**src/hdl/rqmtf_pkg.sv**
```systemverilog
// Package for the rotating move-to-front queue: sizes, codes, cell bus type.
// No dependencies.
package rqmtf_pkg;

	localparam int MAX_ENTRIES = 64;
	localparam int IDX_W       = $clog2(MAX_ENTRIES);
	localparam int CNT_W       = $clog2(MAX_ENTRIES + 1);
	localparam int ID_W        = 7;
	localparam int CFG_W       = 7;
	localparam int STATUS_W    = 2;
	localparam int RESET_SIZE  = 64;

	typedef enum logic [0:0] {
		OP_SERVE   = 1'b0,
		OP_PROMOTE = 1'b1
	} op_t;

	typedef enum logic [STATUS_W-1:0] {
		ST_SERVED    = 2'd0,
		ST_PROMOTED  = 2'd1,
		ST_NOT_FOUND = 2'd2
	} status_t;

	typedef enum logic [1:0] {
		S_INIT,
		S_IDLE,
		S_EXEC
	} state_t;

	// broadcast from the control to every cell
	typedef struct packed {
		logic             load;
		logic             serve;
		logic             promote;
		logic [CNT_W-1:0] size;
		logic [CNT_W-1:0] last;
		logic [IDX_W-1:0] pos;
		logic [ID_W-1:0]  id;
		logic [ID_W-1:0]  head;
		logic [ID_W-1:0]  probe;
	} cell_bus_t;

	// 0 reads as 1, anything above capacity saturates
	function automatic logic [CNT_W-1:0] clamp_size(input logic [CFG_W-1:0] v);
		logic [CFG_W:0] w;
		w = {1'b0, v};
		if (w == '0) begin
			w = (CFG_W+1)'(1);
		end
		if (int'(w) > MAX_ENTRIES) begin
			w = (CFG_W+1)'(MAX_ENTRIES);
		end
		return CNT_W'(w);
	endfunction

endpackage

```
**src/hdl/rqmtf_if.sv**
```systemverilog
// Handshake channels of the queue: request and response words.
// Depends on rqmtf_pkg.
interface rqmtf_req_if;
	logic                       valid;
	logic                       ready;
	logic [0:0]                 opcode;
	logic [rqmtf_pkg::ID_W-1:0] entry_id;

	modport source (output valid, output opcode, output entry_id, input ready);
	modport sink   (input valid, input opcode, input entry_id, output ready);
endinterface

interface rqmtf_rsp_if;
	logic                           valid;
	logic                           ready;
	logic [rqmtf_pkg::ID_W-1:0]     served_id;
	logic [rqmtf_pkg::STATUS_W-1:0] status;

	modport source (output valid, output served_id, output status, input ready);
	modport sink   (input valid, input served_id, input status, output ready);
endinterface

```
**src/hdl/rqmtf_cell.sv**
```systemverilog
// One position of the circular order: holds an id, compares it, shifts.
// Depends on rqmtf_pkg.
module rqmtf_cell (
	input  logic                       clk,
	input  logic [rqmtf_pkg::IDX_W-1:0] idx,
	input  rqmtf_pkg::cell_bus_t       bus,
	input  logic [rqmtf_pkg::ID_W-1:0]  left,
	input  logic [rqmtf_pkg::ID_W-1:0]  right,
	output logic [rqmtf_pkg::ID_W-1:0]  id,
	output logic                       hit
);
	import rqmtf_pkg::*;

	logic [ID_W-1:0]  id_q;
	logic [CNT_W-1:0] idx_ext;

	assign idx_ext = CNT_W'(idx);
	assign id      = id_q;
	assign hit     = (id_q == bus.probe);

	always_ff @(posedge clk) begin
		if (bus.load) begin
			id_q <= (idx_ext < bus.size) ? ID_W'(idx_ext + 1'b1) : '0;
		end else if (bus.serve) begin
			if (idx_ext < bus.last) begin
				id_q <= right;
			end else if (idx_ext == bus.last) begin
				id_q <= bus.head;
			end
		end else if (bus.promote && (idx <= bus.pos)) begin
			id_q <= (idx == '0) ? bus.id : left;
		end
	end

endmodule

```
**src/hdl/rotating_queue_move_to_front.sv**
```systemverilog
// Top level of the rotating move-to-front queue.
// Depends on rqmtf_pkg, rqmtf_if.sv and rqmtf_cell.
//
// A row of MAX_ENTRIES cells holds the circular order, cell 0 being the
// head. A serve word returns the head id and rotates it to the back of the
// active part; a promote word moves the given id to the head, the others
// keeping their order; an id that is zero or not in the active order leaves
// everything as it was and reports not found. For each request, in the
// accept cycle every cell compares its id against entry_id and the hit
// position is encoded; in the next cycle every cell loads from its
// neighbor and the response word is registered. No new request is taken
// while the previous one is in that shift step. The response register
// lets the next request in while a response still waits, as long as it
// is taken in the cycle of acceptance. After reset the block loads ids
// 1..64 in its init state before it takes requests. Writing queue_size
// (0 reads as 1, above 64 saturates) reloads the order 1..size; write it
// only while the block is idle.
module rotating_queue_move_to_front (
	input  logic                       clk,
	input  logic                       arst_n,
	input  logic                       cfg_we,
	input  logic [rqmtf_pkg::CFG_W-1:0] cfg_wdata,
	rqmtf_req_if.sink                  req,
	rqmtf_rsp_if.source                rsp
);
	import rqmtf_pkg::*;

	state_t state_q, state_d;

	logic [CNT_W-1:0] size_q;

	// request stage
	op_t             op_s1;
	logic [ID_W-1:0] id_s1;
	logic [IDX_W-1:0] pos_s1;
	logic            found_s1;

	// response register
	logic            rsp_valid_q;
	logic [ID_W-1:0] served_q;
	status_t         status_q;

	cell_bus_t       bus;
	logic [ID_W-1:0] cell_id [MAX_ENTRIES];
	logic [MAX_ENTRIES-1:0] cell_hit;
	logic [MAX_ENTRIES-1:0] hit_g;
	logic [IDX_W-1:0] pos_c;
	logic            found_c;
	logic            in_ready;
	logic            accept;

	assign in_ready = (state_q == S_IDLE) && (!rsp_valid_q || rsp.ready);
	assign accept   = req.valid && in_ready;
	assign req.ready = in_ready;

	// cell row; the ends see zero from outside
	for (genvar g = 0; g < MAX_ENTRIES; g++) begin : g_cell
		logic [ID_W-1:0] left_v, right_v;
		if (g == 0) begin : g_first
			assign left_v = '0;
		end else begin : g_mid_l
			assign left_v = cell_id[g-1];
		end
		if (g == MAX_ENTRIES - 1) begin : g_last
			assign right_v = '0;
		end else begin : g_mid_r
			assign right_v = cell_id[g+1];
		end
		rqmtf_cell u_cell (
			.clk   (clk),
			.idx   (IDX_W'(g)),
			.bus   (bus),
			.left  (left_v),
			.right (right_v),
			.id    (cell_id[g]),
			.hit   (cell_hit[g])
		);
	end

	// ids in the order are distinct, so at most one cell hits and an OR
	// of the positions gives the encoded index
	always_comb begin
		pos_c = '0;
		for (int i = 0; i < MAX_ENTRIES; i++) begin
			hit_g[i] = cell_hit[i] && (req.entry_id != '0);
			if (hit_g[i]) begin
				pos_c = pos_c | IDX_W'(i);
			end
		end
		found_c = |hit_g;
	end

	always_comb begin
		bus.load    = (state_q == S_INIT) || cfg_we;
		bus.size    = cfg_we ? clamp_size(cfg_wdata) : size_q;
		bus.last    = size_q - 1'b1;
		bus.serve   = (state_q == S_EXEC) && (op_s1 == OP_SERVE);
		bus.promote = (state_q == S_EXEC) && (op_s1 == OP_PROMOTE) && found_s1;
		bus.pos     = pos_s1;
		bus.id      = id_s1;
		bus.head    = cell_id[0];
		bus.probe   = req.entry_id;
	end

	always_ff @(posedge clk or negedge arst_n) begin
		if (!arst_n) begin
			state_q <= S_INIT;
		end else begin
			state_q <= state_d;
		end
	end

	always_comb begin
		state_d = state_q;
		unique case (state_q)
			S_INIT: state_d = S_IDLE;
			S_IDLE: if (accept) state_d = S_EXEC;
			S_EXEC: state_d = S_IDLE;
			default: state_d = S_INIT;
		endcase
	end

	always_ff @(posedge clk or negedge arst_n) begin
		if (!arst_n) begin
			size_q <= clamp_size(CFG_W'(RESET_SIZE));
		end else if (cfg_we) begin
			size_q <= clamp_size(cfg_wdata);
		end
	end

	always_ff @(posedge clk) begin
		if (accept) begin
			op_s1    <= op_t'(req.opcode);
			id_s1    <= req.entry_id;
			pos_s1   <= pos_c;
			found_s1 <= found_c;
		end
	end

	always_ff @(posedge clk or negedge arst_n) begin
		if (!arst_n) begin
			rsp_valid_q <= 1'b0;
		end else if (state_q == S_EXEC) begin
			rsp_valid_q <= 1'b1;
		end else if (rsp.ready) begin
			rsp_valid_q <= 1'b0;
		end
	end

	always_ff @(posedge clk) begin
		if (state_q == S_EXEC) begin
			if (op_s1 == OP_SERVE) begin
				served_q <= cell_id[0];
				status_q <= ST_SERVED;
			end else begin
				served_q <= '0;
				status_q <= found_s1 ? ST_PROMOTED : ST_NOT_FOUND;
			end
		end
	end

	assign rsp.valid     = rsp_valid_q;
	assign rsp.served_id = served_q;
	assign rsp.status    = status_q;

endmodule

```
**src/flat_wrapper.sv**
```systemverilog
// flat-port wrapper written by rule: the top's interface ports become plain ports
module rotating_queue_move_to_front_flat import rqmtf_pkg::*;
  (clk, arst_n, cfg_we, cfg_wdata, req_valid, req_opcode, req_entry_id, req_ready, rsp_valid, rsp_served_id, rsp_status, rsp_ready);
  rqmtf_req_if req_i ();
  rqmtf_rsp_if rsp_i ();
  input  logic clk;
  input  logic arst_n;
  input  logic cfg_we;
  input  logic [rqmtf_pkg::CFG_W-1:0] cfg_wdata;
  input wire logic [$bits(req_i.valid)-1:0] req_valid;
  input wire logic [$bits(req_i.opcode)-1:0] req_opcode;
  input wire logic [$bits(req_i.entry_id)-1:0] req_entry_id;
  output wire logic [$bits(req_i.ready)-1:0] req_ready;
  output wire logic [$bits(rsp_i.valid)-1:0] rsp_valid;
  output wire logic [$bits(rsp_i.served_id)-1:0] rsp_served_id;
  output wire logic [$bits(rsp_i.status)-1:0] rsp_status;
  input wire logic [$bits(rsp_i.ready)-1:0] rsp_ready;
  assign req_i.valid = req_valid;
  assign req_i.opcode = req_opcode;
  assign req_i.entry_id = req_entry_id;
  assign req_ready = req_i.ready;
  assign rsp_valid = rsp_i.valid;
  assign rsp_served_id = rsp_i.served_id;
  assign rsp_status = rsp_i.status;
  assign rsp_i.ready = rsp_ready;
  rotating_queue_move_to_front u_core (.clk(clk), .arst_n(arst_n), .cfg_we(cfg_we), .cfg_wdata(cfg_wdata), .req(req_i), .rsp(rsp_i));
endmodule
```
**config.mk**
```make
export PLATFORM = sky130hd
export DESIGN_NAME = rotating_queue_move_to_front_flat
export DESIGN_NICKNAME = d
export VERILOG_FILES = /design/src/hdl/rqmtf_pkg.sv /design/src/hdl/rqmtf_if.sv /design/src/hdl/rqmtf_cell.sv /design/src/hdl/rotating_queue_move_to_front.sv /design/src/flat_wrapper.sv
export SDC_FILE = /design/constraint.sdc
export NUM_CORES = 2
export LEC_CHECK = 0
export BUFFER_PORTS_ARGS = -buffer_cell sky130_fd_sc_hd__buf_2
export CAP_MARGIN = 20
export CORE_MARGIN = 8
export CORE_UTILIZATION = 45
export CTS_BUF_LIST = sky130_fd_sc_hd__clkbuf_4 sky130_fd_sc_hd__clkbuf_8
export DETAILED_ROUTE_END_ITERATION = 8
export GPL_ROUTABILITY_DRIVEN = 1
export SYNTH_ARGS = -nofsm -noshare
export SYNTH_HDL_FRONTEND = slang
export SYNTH_SLANG_ARGS = --single-unit
```
**constraint.sdc**
```tcl
create_clock -name clk -period 5.1 [get_ports clk]
set_input_delay 0.51 -clock clk [delete_from_list [all_inputs] [get_ports clk]]
set_output_delay 0.51 -clock clk [all_outputs]
set_load 0.05 [all_outputs]
```
==> results.json <==
{
  "outcome": "finished clean",
  "row_count": 98,
  "hpwl_mm": 94.7,
  "port_buffers": 30,
  "syn_nets": 3382,
  "post_route_cells_drive_above_1_share": 0.107,
  "cpLargestDelayFamily": "simple AND/OR/NAND/NOR gates",
  "postCtsSetupBuffers": 0,
  "nNetsFinal": 3349,
  "critPathBufInv": 2,
  "initial_core_util": 0.454,
  "startpoint_type": "flip-flop",
  "critPathSlowestCell": "nor2_1",
  "cts_tree": "built",
  "hold_class": "input port to flip-flop",
  "path_class": "flip-flop to flip-flop",
  "synthDistinctLibCells": 79,
  "rsz0062_at_grt": "no",
  "grtUsageTotal": 0.325,
  "tightest_slew_ns": 1.18,
  "finalPower_uw": 20100,
  "ant_nets": 0,
  "synth_top_family_by_area": "compound AO/OA/AOI/OAI gates",
  "grt_max_degree": 185,
  "clock_latency_ns": 0.73,
  "hold_viol": 0,
  "die_w_um": 284,
  "relSlewSlack": 0.210,
  "r2r_slack_ns": 0.57,
  "path_clk_slew_ns": 0.06,
  "netSwitchingFraction": 0.433,
  "synth_mux_area_frac": 0.0889,
  "synth_top_area_frac": 0.437,
  "syn_inst": 3358,
  "p_comb_frac": 0.379,
  "ys_seq_elements": 482,
  "wl_per_cell_um": 31.3,
  "synthFlopType": "edfxtp_1",
  "synth_adder_area_share": 0.00154,
  "numCtsBuffers": 92,
  "synth.area.top_cells": "edfxtp_1, xor2_1, mux2i_1, nand2_1, o211ai_1",
  "routed_wl_mm": 136,
  "synth-simple-area-share": 0.143,
  "cp-end-kind": "flip-flop",
  "utilization": 0.498,
  "synth-compound-area-share": 0.161,
  "viasPerCell": 6.62,
  "ys_async_sr_fraction": 0.0207,
  "synth_xor_area_frac": 0.123,
  "leakagePower_uw": 0.0133,
  "vias": 28800,
  "die_area_mm2": 0.0809,
  "p_switching_uw": 8710,
  "antenna_found_initial": 4,
  "cts_buffer_depth": 3,
  "drcViolationCount": 0,
  "period_needed_ns": 4.53,
  "root_buffer": "clkbuf_8",
  "yosysSeqAreaShare": 0.445,
  "p_seq_frac": 0.425,
  "drv_cap": 0,
  "fin_crit_sh": 0.889,
  "fin_skew_ns": 0.0335,
  "avgSynthCellArea_um2": 9.65,
  "synth_area_mm2": 0.0324,
  "crit_required_ns": 5.53,
  "fp.coreArea_mm2": 0.0714,
  "synth_area_leader_cell": "edfxtp_1",
  "setup_tns_ns": 0,
  "synth_edf_count": 472,
  "clkSinkCount": 482,
  "path_cells": "inv_1, ha_1, nor3b_1, xnor2_1, buf_4, nand2_1, nor2_1, mux2i_1, o21ai_0",
  "gp_congestion": 1.06,
  "overflow": 0,
  "io_pins": 31,
  "crit_path_max_incr_delay_ns": 0.91,
  "fmaxAchievable_mhz": 221,
  "syn_to_final_growth_pct": 9.58,
  "final_common_cell": "nand2_1",
  "clock_power_share": 0.197,
  "crit_path_max_fanout": 12,
  "p_int_uw": 11400,
  "crit_arrival_ns": 4.96,
  "ff_latch_area_mm2": 0.0144,
  "drt_iter0_drc": 3909,
  "ir_worst_vdd_mv": 0.250,
  "dr.pass1.iters": 8,
  "die_h_um": 284,
  "multi_input_area_mm2": 0.0168,
  "layout_common_cells": "nand2_1, edfxtp_1, xor2_1",
  "power.density_mw_per_mm2": 566,
  "grt_pass1_vias": 28800,
  "cts_max_level": 3,
  "grt_pass1_wl_mm": 199,
  "yosysWarnings": 0,
  "fill_cells": 6796,
  "maxSlewViolCount": 0,
  "finalSetupViolCount": 0
}
power groups by stage:
stage	Sequential [µW]	Combinational (µW)	Clock (µW)
2_1_floorplan	7770	5100	0
3_3_place_gp	8470	7230	0
3_5_place_dp	8500	7370	0
4_1_cts	8440	7400	3960
5_1_grt	8650	8120	4130
6_report	8530	7610	3950
cell families (layout without fill, tap and decap cells):
kind of cell,Yosys count,after routing
and+or+nand+nor,1025,1025
AOI/OAI and AO/OA,807,807
DFF,482,482
xor gates and xnor gates,455,455
buffers and inverters,297,337
muxes,288,288
adders and majority gates,4,4
other,0,4
synthesized netlist by cell type (all sizes together) (7+ instances only):
library cell / number
a211oi: 7
a21oi: 177
a221oi: 13
a22o: 7
a22oi: 7
a31o: 8
a31oi: 28
a32oi: 8
and2: 18
buf: 87
clkbuf: 192
dfrtp: 9
edfxtp: 472
inv: 16
mux2i: 288
nand2: 489
nand2b: 10
nand3: 149
nand4: 35
nor2: 129
nor2b: 12
nor3: 87
nor4: 53
o2111ai: 15
o211ai: 181
o21a: 8
o21ai: 270
o22ai: 28
o31ai: 12
or2: 8
or3: 11
xnor2: 117
xor2: 338
worst reg2reg max path, cell delays in order (launching register included):
cell     delay [ns]
dfrtp_1        0.47
inv_1          0.21
ha_1           0.36
nor3b_1        0.61
xnor2_1        0.40
buf_4          0.31
nand2_1        0.56
nor2_1         0.91
mux2i_1        0.30
o21ai_0        0.12
per-layer routing:
metal	GRT usage	up-vias	routed length (µm)
li1	-	12300	-
met1	0.435	14200	55500
met2	0.493	1868	59800
met3	0.0828	373	14600
met4	0.143	4	6380
met5	0.0110	-	135
per-stage QoR:
stage,setup WS [ns],instance area (µm²),cells,hold WS (ns)
floorplan,1.47,32400,3358,0.214
global placement,0.912,33600,4173,0.402
detailed placement,0.744,33600,4174,0.404
CTS,0.736,35500,4344,0.143
global route,0.454,35500,4350,0.178
finish,0.566,35500,4352,0.172
state kept, by name, summed over array words and instances (netlist names):
register	flops
u_core.rsp.valid	1
u_core.rsp.status	2
u_core.state_q	2
u_core.rsp.served_id	7
u_core.g_cell.u_cell.id	448
u_core.op_s1	1
u_core.size_q	7
u_core.id_s1	7
u_core.found_s1	1
u_core.pos_s1	6
what timing repair did:
item                       4_1_cts  5_1_grt
resized for setup                0        0
setup endpoints to repair        0        0
hold buffers                     3        0
hold endpoints to repair        12        0
final timing paths:
kind	end	depth (start not counted)	from
worst max-delay path	u_core.g_cell[13].u_cell.id[4]$_SDFFCE_PN0P_	9	u_core.size_q[1]$_DFFE_PN0P_
worst min-delay path	u_core.rsp.valid$_DFFE_PN0P_	3	rsp_ready
worst max register to register	u_core.g_cell[13].u_cell.id[4]$_SDFFCE_PN0P_	9	u_core.size_q[1]$_DFFE_PN0P_
worst min register to register	u_core.g_cell[0].u_cell.id[0]$_DFFE_PP_	2	u_core.id_s1[0]$_DFFE_PP_
max in group asynchronous	u_core.size_q[6]$_DFFE_PN1P_	2	arst_n
min in group asynchronous	u_core.size_q[4]$_DFFE_PN0P_	2	arst_n
cell type report:
class	count	area share
antenna	4	0.000282
clock buffer	129	0.0442
clock inverter	38	0.00708
inverter	18	0.00190
multi-input combinational	2579	0.474
sequential	482	0.406
tap	950	0.0335
timing repair buffer	152	0.0333
Power figures use the tool's default switching activity.
